--- config.mk ---
export PLATFORM = sky130hd
export DESIGN_NAME = utf8_to_code_point_decoder_top
export DESIGN_NICKNAME = d
export VERILOG_FILES = /design/src/hw/rtl/u8d_pkg.sv /design/src/hw/rtl/u8d_core.sv /design/src/hw/rtl/utf8_to_code_point_decoder_top.sv
export SDC_FILE = /design/constraint.sdc
export NUM_CORES = 1
export LEC_CHECK = 0
export BUFFER_PORTS_ARGS = -buffer_cell sky130_fd_sc_hd__buf_2
export CORE_UTILIZATION = 30
export CTS_BUF_LIST = sky130_fd_sc_hd__clkbuf_4 sky130_fd_sc_hd__clkbuf_8
export DETAILED_ROUTE_END_ITERATION = 10
export PLACE_DENSITY_LB_ADDON = 0.15
export SETUP_SLACK_MARGIN = 0.02
export SLEW_MARGIN = 0
export SYNTH_ARGS = -nofsm -noshare
export SYNTH_HDL_FRONTEND = slang
export SYNTH_HIERARCHICAL = 1
export SYNTH_SLANG_ARGS = --single-unit
--- constraint.sdc ---
create_clock -name i_clk -period 2.9 [get_ports i_clk]
set_input_delay 0.58 -clock i_clk [delete_from_list [all_inputs] [get_ports i_clk]]
set_output_delay 0.58 -clock i_clk [all_outputs]
set_load 0.05 [all_outputs]
--- src/hw/rtl/u8d_pkg.sv ---
// shared types and constants for the utf-8 decoder
package u8d_pkg;

    localparam int unsigned CP_W = 21;

    localparam logic [CP_W-1:0] C_REPLACEMENT = 21'h00FFFD;
    localparam logic [CP_W-1:0] C_HIGH_FIRST  = 21'h00D800;
    localparam logic [CP_W-1:0] C_HIGH_LAST   = 21'h00DBFF;
    localparam logic [CP_W-1:0] C_LOW_FIRST   = 21'h00DC00;
    localparam logic [CP_W-1:0] C_LOW_LAST    = 21'h00DFFF;
    localparam logic [CP_W-1:0] C_SUPP_BASE   = 21'h010000;

    // lead byte prefixes
    localparam logic [2:0] C_LEAD2 = 3'b110;
    localparam logic [3:0] C_LEAD3 = 4'b1110;
    localparam logic [4:0] C_LEAD4 = 5'b11110;

    typedef struct packed {
        logic [7:0] data_byte;
        logic       last_byte;
    } t_in_word;

    typedef struct packed {
        logic [CP_W-1:0] code_point;
        logic            has_code_point;
        logic            end_of_text;
    } t_out_word;

endpackage

--- src/hw/rtl/u8d_core.sv ---
// decoder state and single-pass byte decode logic
module u8d_core
    import u8d_pkg::*;
(
    input  logic      i_clk,
    input  logic      i_rst_n,
    input  logic      i_step,
    input  t_in_word  i_word,
    output logic      o_emit,
    output t_out_word o_word
);

    logic [1:0]      r_bytes_left, n_bytes_left;
    logic [CP_W-1:0] r_partial, n_partial;
    logic            r_high_pending, n_high_pending;
    logic [9:0]      r_high_bits, n_high_bits;

    logic [7:0]      b;
    logic            complete;
    logic            emit;
    logic [CP_W-1:0] value;
    logic [CP_W-1:0] result;
    logic [CP_W-1:0] low_off;
    logic            is_high;
    logic            is_low;

    assign b = i_word.data_byte;

    // byte merge and lead byte decode
    always_comb begin
        n_bytes_left = r_bytes_left;
        n_partial    = r_partial;
        complete     = 1'b0;
        value        = '0;
        if (r_bytes_left != 2'd0) begin
            n_partial    = {r_partial[CP_W-7:0], b[5:0]};
            n_bytes_left = r_bytes_left - 2'd1;
            if (r_bytes_left == 2'd1) begin
                value    = n_partial;
                complete = 1'b1;
            end
        end else if (b[7] == 1'b0) begin
            value    = {{(CP_W-8){1'b0}}, b};
            complete = 1'b1;
        end else if (b[7:5] == C_LEAD2) begin
            n_partial    = {{(CP_W-5){1'b0}}, b[4:0]};
            n_bytes_left = 2'd1;
        end else if (b[7:4] == C_LEAD3) begin
            n_partial    = {{(CP_W-4){1'b0}}, b[3:0]};
            n_bytes_left = 2'd2;
        end else if (b[7:3] == C_LEAD4) begin
            n_partial    = {{(CP_W-3){1'b0}}, b[2:0]};
            n_bytes_left = 2'd3;
        end else begin
            value    = C_REPLACEMENT;
            complete = 1'b1;
        end
    end

    assign is_high = (value >= C_HIGH_FIRST) && (value <= C_HIGH_LAST);
    assign is_low  = (value >= C_LOW_FIRST) && (value <= C_LOW_LAST);
    assign low_off = value - C_LOW_FIRST;

    // surrogate pair joining
    always_comb begin
        n_high_pending = r_high_pending;
        n_high_bits    = r_high_bits;
        emit           = 1'b0;
        result         = '0;
        if (complete) begin
            if (r_high_pending) begin
                if (is_low) begin
                    result = {1'b0, r_high_bits, low_off[9:0]} + C_SUPP_BASE;
                end else begin
                    result = C_REPLACEMENT;
                end
                n_high_pending = 1'b0;
                n_high_bits    = '0;
                emit           = 1'b1;
            end else if (is_high) begin
                n_high_pending = 1'b1;
                n_high_bits    = value[9:0];
            end else begin
                result = value;
                emit   = 1'b1;
            end
        end
    end

    // result word, the final byte always gives one
    assign o_emit                = emit || i_word.last_byte;
    assign o_word.code_point     = emit ? result : '0;
    assign o_word.has_code_point = emit;
    assign o_word.end_of_text    = i_word.last_byte;

    // state update, cleared after the final byte
    always_ff @(posedge i_clk) begin
        if (!i_rst_n) begin
            r_bytes_left   <= '0;
            r_partial      <= '0;
            r_high_pending <= 1'b0;
            r_high_bits    <= '0;
        end else if (i_step) begin
            if (i_word.last_byte) begin
                r_bytes_left   <= '0;
                r_partial      <= '0;
                r_high_pending <= 1'b0;
                r_high_bits    <= '0;
            end else begin
                r_bytes_left   <= n_bytes_left;
                r_partial      <= n_partial;
                r_high_pending <= n_high_pending;
                r_high_bits    <= n_high_bits;
            end
        end
    end

endmodule

--- src/hw/rtl/utf8_to_code_point_decoder_top.sv ---
// utf-8 byte stream to code point decoder, top level
//
//  channel | direction | handshake                    | word
//  in      | input     | i_in_valid / o_in_ready      | t_in_word  (data_byte, last_byte)
//  out     | output    | o_out_valid / i_out_ready    | t_out_word (code_point, flags)
//
// one byte per cycle sustained while the output is not stalled; a byte waits in the
// input register and its result word is then registered in the result register.
// the decode state updates in the cycle a byte leaves the input register.
// reset (synchronous, active low) empties both registers and clears the state.
// when the result register is full and not taken, the input register holds
// and input ready drops until the result word moves on.
module utf8_to_code_point_decoder_top
    import u8d_pkg::*;
(
    input  logic      i_clk,
    input  logic      i_rst_n,
    input  logic      i_in_valid,
    output logic      o_in_ready,
    input  t_in_word  i_in_word,
    output logic      o_out_valid,
    input  logic      i_out_ready,
    output t_out_word o_out_word
);

    logic      r_in_valid;
    t_in_word  r_in_word;
    logic      r_out_valid;
    t_out_word r_out_word;

    logic      out_free;
    logic      step;
    logic      core_emit;
    t_out_word core_word;

    assign out_free   = !r_out_valid || i_out_ready;
    assign step       = r_in_valid && out_free;
    assign o_in_ready = !r_in_valid || out_free;

    // input register
    always_ff @(posedge i_clk) begin
        if (!i_rst_n) begin
            r_in_valid <= 1'b0;
        end else if (o_in_ready) begin
            r_in_valid <= i_in_valid;
        end
    end

    always_ff @(posedge i_clk) begin
        if (o_in_ready && i_in_valid) begin
            r_in_word <= i_in_word;
        end
    end

    u8d_core u_core (
        .i_clk   (i_clk),
        .i_rst_n (i_rst_n),
        .i_step  (step),
        .i_word  (r_in_word),
        .o_emit  (core_emit),
        .o_word  (core_word)
    );

    // result register
    always_ff @(posedge i_clk) begin
        if (!i_rst_n) begin
            r_out_valid <= 1'b0;
        end else if (out_free) begin
            r_out_valid <= step && core_emit;
        end
    end

    always_ff @(posedge i_clk) begin
        if (step && core_emit) begin
            r_out_word <= core_word;
        end
    end

    assign o_out_valid = r_out_valid;
    assign o_out_word  = r_out_word;

`ifndef ASSERT_OFF
    // the final byte always produces a flagged result word
    a_last_gives_word: assert property (@(posedge i_clk) disable iff (!i_rst_n)
        (step && r_in_word.last_byte) |=> (r_out_valid && r_out_word.end_of_text))
        else $error("final byte gave no end_of_text word");

    // a word without a code point is only the end-of-text word, with zero value
    a_empty_word: assert property (@(posedge i_clk) disable iff (!i_rst_n)
        (r_out_valid && !r_out_word.has_code_point) |->
        (r_out_word.end_of_text && (r_out_word.code_point == '0)))
        else $error("empty word not at end of text or nonzero");

    // a high surrogate is never given out on its own
    a_no_high_out: assert property (@(posedge i_clk) disable iff (!i_rst_n)
        (r_out_valid && r_out_word.has_code_point) |->
        !((r_out_word.code_point >= C_HIGH_FIRST) && (r_out_word.code_point <= C_HIGH_LAST)))
        else $error("unpaired high surrogate given out");
`endif

endmodule
==> results.sh, run 1 <==
export IMPL_layout_drive_gt1_share_pct=23.4
export IMPL_critPathTopFamily="simple AND/OR/NAND/NOR gates"
export IMPL_met1_usage_pct=21.3
export IMPL_crit_type="reg2reg"
export IMPL_synth_avg_cell_area_um2=10.3
export IMPL_grt_use_met2_pct=22.6
export IMPL_rows=36
export IMPL_wl_per_cell_um=15.5
export IMPL_drc=0
export IMPL_setup_viol=0
export IMPL_crit_chain="nand3_4 -> a31oi_2 -> o21ai_1 -> nand2b_1 -> nand2_1 -> nor2_2"
export IMPL_ctsHoldBuffers=0
export IMPL_nets=346
export IMPL_critPathSlowestCell="nor2_2"
export IMPL_postCtsSetupBuffers=0
export IMPL_synthDistinctLibCells=56
export IMPL_ant_nets=0
export IMPL_top_usage_layer="met2"
export IMPL_pre_cts_ws_ns=0.469
export IMPL_grt_pass1_vias=2220
export IMPL_grt_max_degree=26
export IMPL_setup_slack_ns=0.515
export IMPL_setup_tns_ns=0
export IMPL_cts_repair_resized=0
export IMPL_die_width_um=102
export IMPL_synth_top_area_share_pct=31.9
export IMPL_p_leak_nw=1.35
export IMPL_slowest_delay_ns=0.83
export IMPL_max_freq_mhz=419
export IMPL_ys_async_sr_fraction_pct=0
export IMPL_synth_seq_cells=62
export IMPL_fin_util_pct=36.6
export IMPL_insertedDiodeCount=0
export IMPL_insertion_delay_ns=0.34
export IMPL_die_area_um2=10400
export IMPL_synth_fp_nets=305
export IMPL_gp_congestion=0.798
export IMPL_track_usage_pct=15.2
export IMPL_syn_inst=291
export IMPL_grt_pass1_wl_um=11700
export IMPL_vias_per_cell=4.89
export IMPL_overflow=0
export IMPL_initial_utilization_pct=30.9
export IMPL_crit_required_ns=2.86
export IMPL_r2r_start="r_in_word[5]$_DFFE_PP_"
export IMPL_min_from="i_in_word[2]"
export IMPL_vias=2299
export IMPL_io_pins=38
export IMPL_grtUsageMet3_pct=3.83
export IMPL_path_max_fanout=23
export IMPL_cts_sinks=62
export IMPL_htree_num_levels=3
export IMPL_clockRootBuffer="clkbuf_8"
export IMPL_hold_viol=0
export IMPL_outcome="finished clean"
export IMPL_worst_setup_path_start_kind="register"
export IMPL_cts_buffers=9
export IMPL_period_needed_ns=2.38
export IMPL_min_period_over_period_pct=82.2
export IMPL_drv_cap=0
export IMPL_tightest_slew_ns=1.09
export IMPL_synth_edf_count=32
export IMPL_grt_antenna_before_repair=0
export IMPL_port_buffers=37
export IMPL_clk_path_buf_depth=2
export IMPL_worstPathArrival_ns=2.34
export IMPL_cp_end_kind="register"
export IMPL_place_area_um2=3360
export IMPL_p_per_area_nw_per_um2=568
export IMPL_drtIter0Drc=90
export IMPL_critPathBufInv=0
export IMPL_die_height_um=102
export IMPL_firstDrtPassIters=5
export IMPL_crit_start="r_in_word[5]$_DFFE_PP_"
export IMPL_rsz0062_at_grt="no"
export IMPL_synth_ff_type="edfxtp_1"
export IMPL_clkTransAtPathRegs_ns=0.07
export IMPL_wirelength_um=7310
export IMPL_clock_skew_final_ns=0.00582
export IMPL_dp_cells=454
export IMPL_yosysSeqAreaShare_pct=51.9
export IMPL_hold_class="in2reg"
export IMPL_vdd_ir_drop_max_mv=0.349
export IMPL_slew_violations=0
export IMPL_coreArea_um2=9730
export IMPL_netlist_area_um2=3010
export IMPL_final_cells=470
export IMPL_synth_top_cell_by_area="edfxtp_1"
export IMPL_syn2layout_area_growth_pct=18.4
export IMPL_design_area_um2=3560
export IMPL_synth_area_leaders="edfxtp_1 32%, dfxtp_1 20%, a21oi_1 4.7%"
export IMPL_cts_tree="yes"
export IMPL_hpwlAfterDp_um=5200
export IMPL_relSlewSlack_pct=27.2
export IMPL_ys_warn_count=6
==> layout by cell type (no fill, tap or decap), types with 7 or more instances in the layout <==
| master | Yosys | routed |
|---|---|---|
| buf_2 | 7 | 37 |
| edfxtp_1 | 32 | 32 |
| dfxtp_1 | 30 | 30 |
| a21oi_1 | 28 | 28 |
| nor2b_1 | 21 | 21 |
| nand2_1 | 20 | 20 |
| nor2_1 | 20 | 19 |
| o21ai_0 | 15 | 15 |
| buf_4 | 4 | 13 |
| nor4b_1 | 10 | 10 |
| clkbuf_8 | 0 | 9 |
| inv_1 | 7 | 7 |
| nand3_1 | 7 | 7 |
==> cell type report <==
cell class / count / area (µm²)
clock buffer: 10 / 131
clock inverter: 6 / 76.3
fill: 1023 / 6170
inverter: 7 / 26.3
multi-input combinational: 202 / 1320
sequential: 62 / 1560
tap: 133 / 166
timing repair buffer: 50 / 283
==> cells by family after synthesis <==
group / after synthesis / share of synthesized area, %
AND/OR/NAND/NOR: 112 / 23.1
AO/OA/AOI/OAI: 83 / 18.3
flip-flops: 62 / 51.9
buffers and inverters: 27 / 4.41
multiplexers: 4 / 1.33
XOR/XNOR: 2 / 0.582
adder cells (fa/ha/maj): 1 / 0.416
==> metrics by stage <==
| stage | hold slack, ns | total power, mW |
|---|---|---|
| detailed placement | 0.453 | 1.25 |
| floorplan | 0.433 | 1.18 |
| CTS | 0.399 | 2.06 |
| global placement | 0.451 | 1.25 |
| global route | 0.394 | 2.11 |
| finish | 0.413 | 2.03 |
==> Yosys cell counts (6+ instances only) <==
master,n
edfxtp_1,32
dfxtp_1,30
a21oi_1,28
nor2b_1,21
nand2_1,20
nor2_1,20
o21ai_0,15
nor4b_1,10
buf_2,7
clkbuf_1,7
inv_1,7
nand3_1,7
a21o_1,6
o21a_1,6
o2bb2ai_1,6
==> routing by layer <==
metal  part of all wire (%)  wire (µm)  vias to the layer above
met1                     49       3600                     1098
met2                     44       3250                       56
met4                    1.2         85                        0
li1                       -          -                     1140
met3                    5.2        378                        5
met5                      0          0                        -
==> path summary, 6_finish.rpt <==
| check | endpoint | slack, ns | cells after the start |
|---|---|---|---|
| setup / recovery | o_out_word[19]$_DFFE_PP_ | 0.52 | 6 |
| hold / removal | r_in_word[2]$_DFFE_PP_ | 0.41 | 1 |
| setup reg to reg | o_out_word[19]$_DFFE_PP_ | 0.52 | 6 |
| hold reg to reg | u_core/r_high_bits[2]$_SDFFE_PN0P_ | 0.47 | 1 |
==> state kept, by name (all words and copies together) (netlist names) <==
signal	count
u_core/r_partial	15
u_core/r_high_pending	1
o_out_valid	1
u_core/r_high_bits	10
r_in_valid	1
r_in_word	9
u_core/r_bytes_left	2
o_out_word	23
==> power by group <==
part	internal (mW)	switching [mW]
clock network	0.483	0.318
registers	0.960	0.0144
logic	0.0748	0.176
total	1.52	0.508
No activity file was read; power rests on OpenSTA's default activity.
==> inputs of run 2 (changes only) <==
clock period = 2.1 ns   (was 2.9 ns; I/O delays follow)
==> run 2 against run 1 <==
First-iteration DRC count grew 39%. Clock-buffer cell count up 1. Cell count rose by 3.0%. Core utilization rose by 1.0 points. Sequential power up 39%. Non-clock buffer count up 14. Register-to-register slack worse by 0.33 ns. Flip-flop and latch count unchanged. Critical path type unchanged. Critical endpoint is now u_core/r_partial[4]$_SDFFE_PN0P_. Highest routed layer unchanged.
==> results.sh, run 2 (synthesis results as in run 1) <==
export IMPL_clock_skew_final_ns=0.00792
export IMPL_cts_buffers=9
export IMPL_drv_cap=0
export IMPL_htree_num_levels=3
export IMPL_place_area_um2=3490
export IMPL_rsz0062_at_grt="no"
export IMPL_rows=36
export IMPL_wl_per_cell_um=15.2
export IMPL_fillers=1032
export IMPL_clockRootBuffer="clkbuf_8"
export IMPL_firstDrtPassIters=4
export IMPL_io_pins=38
export IMPL_nets=360
export IMPL_crit_type="reg2reg"
export IMPL_initial_utilization_pct=30.9
export IMPL_grt_pass1_wl_um=11500
export IMPL_track_usage_pct=15.1
export IMPL_cts_tree="yes"
export IMPL_ant_nets=0
export IMPL_design_area_um2=3660
export IMPL_syn2layout_area_growth_pct=21.7
export IMPL_slew_violations=0
export IMPL_overflow=0
export IMPL_coreArea_um2=9730
export IMPL_relSlewSlack_pct=69.6
export IMPL_cts_repair_resized=0
export IMPL_hold_viol=0
export IMPL_insertedDiodeCount=0
export IMPL_final_common_cell="buf_2"
export IMPL_clk_path_buf_depth=2
export IMPL_final_cell_mix="37 x buf_2, 32 x edfxtp_1, 30 x dfxtp_1"
export IMPL_max_freq_mhz=521
export IMPL_drtIter0Drc=125
export IMPL_setup_tns_ns=0
export IMPL_p_per_area_nw_per_um2=713
export IMPL_setup_viol=0
export IMPL_vdd_ir_drop_max_mv=0.482
export IMPL_ctsHoldBuffers=0
export IMPL_critPathSlowestCell="or4b_2"
export IMPL_vias_per_cell=4.83
export IMPL_die_height_um=102
export IMPL_vias=2340
export IMPL_hold_class="in2reg"
export IMPL_grt_max_degree=24
export IMPL_postCtsSetupBuffers=0
export IMPL_worstPathArrival_ns=2.18
export IMPL_layout_drive_gt1_share_pct=26.8
export IMPL_cts_sinks=62
export IMPL_p_leak_nw=1.40
export IMPL_tightest_slew_ns=0.451
export IMPL_die_width_um=102
export IMPL_crit_required_ns=2.36
export IMPL_insertion_delay_ns=0.34
export IMPL_gp_congestion=0.829
export IMPL_grt_pass1_vias=2202
export IMPL_crit_chain="nand2_4 -> o21ai_0 -> inv_1 -> or4b_2 -> a21boi_1"
export IMPL_clkTransAtPathRegs_ns=0.06
export IMPL_port_buffers=37
export IMPL_hpwlAfterDp_um=5500
export IMPL_die_area_um2=10400
export IMPL_path_max_fanout=7
export IMPL_cp_end_kind="register"
export IMPL_outcome="finished clean"
export IMPL_min_period_over_period_pct=91.4
export IMPL_grt_antenna_before_repair=0
export IMPL_drc=0
export IMPL_slowest_delay_ns=0.64
export IMPL_worst_setup_path_start_kind="register"
export IMPL_largest_register_ffs=23
export IMPL_period_needed_ns=1.92
export IMPL_wirelength_um=7350
-- run 2: where the power goes --
part | switching (mW) | internal [mW] | leakage [nW]
Clock | 0.441 | 0.461 | 0.0815
Combinational | 0.241 | 0.117 | 0.771
Sequential | 0.0271 | 1.32 | 0.548
-- run 2: stage by stage --
| stage | total power [mW] | instances | utilization (%) | hold slack [ns] | setup WS, ns |
|---|---|---|---|---|---|
| global route | 2.75 | 484 | 37.6 | 0.226 | 0.0533 |
| detailed placement | 1.74 | 468 | 35.9 | 0.454 | 0.169 |
| global placement | 1.74 | 468 | 35.9 | 0.450 | 0.162 |
| floorplan | 1.63 | 291 | - | 0.433 | 0.0545 |
| CTS | 2.65 | 484 | 37.6 | 0.237 | 0.159 |
| finish | 2.61 | 484 | 37.6 | 0.255 | 0.182 |
-- run 2: cell type report --
type | instances | area [µm²] | share of cell area, %
Sequential cell | 62 | 1560 | 42.6
Multi-Input combinational cell | 202 | 1340 | 36.5
Timing Repair Buffer | 64 | 400 | 10.9
Tap cell | 133 | 166 | 4.54
Clock buffer | 11 | 145 | 3.96
Clock inverter | 5 | 26.3 | 0.717
Inverter | 7 | 26.3 | 0.717
-- run 2: worst max-delay path: cells and delay by family, from the launching register on --
kind                   cells  cell delay (ns)
flip-flops                 1             0.60
buffers and inverters      1             0.09
AND/OR/NAND/NOR            2             0.75
AO/OA/AOI/OAI              2             0.40
-- run 2: final timing paths --
path | start | end | slack (ns) | depth (start not counted)
max reg2reg | r_in_word[7]$_DFFE_PP_ | u_core/r_partial[4]$_SDFFE_PN0P_ | 0.18 | 5
min reg2reg | u_core/r_high_bits[2]$_SDFFE_PN0P_ | u_core/r_high_bits[2]$_SDFFE_PN0P_ | 0.47 | 1
max | r_in_word[7]$_DFFE_PP_ | u_core/r_partial[4]$_SDFFE_PN0P_ | 0.18 | 5
min | i_in_word[1] | r_in_word[1]$_DFFE_PP_ | 0.26 | 1
-- run 2: routing by layer --
metal	routed length, µm	GRT usage, %
met3	389	4.92
met4	80	4.29
met5	0	0
met2	3210	23.3
met1	3670	20.3
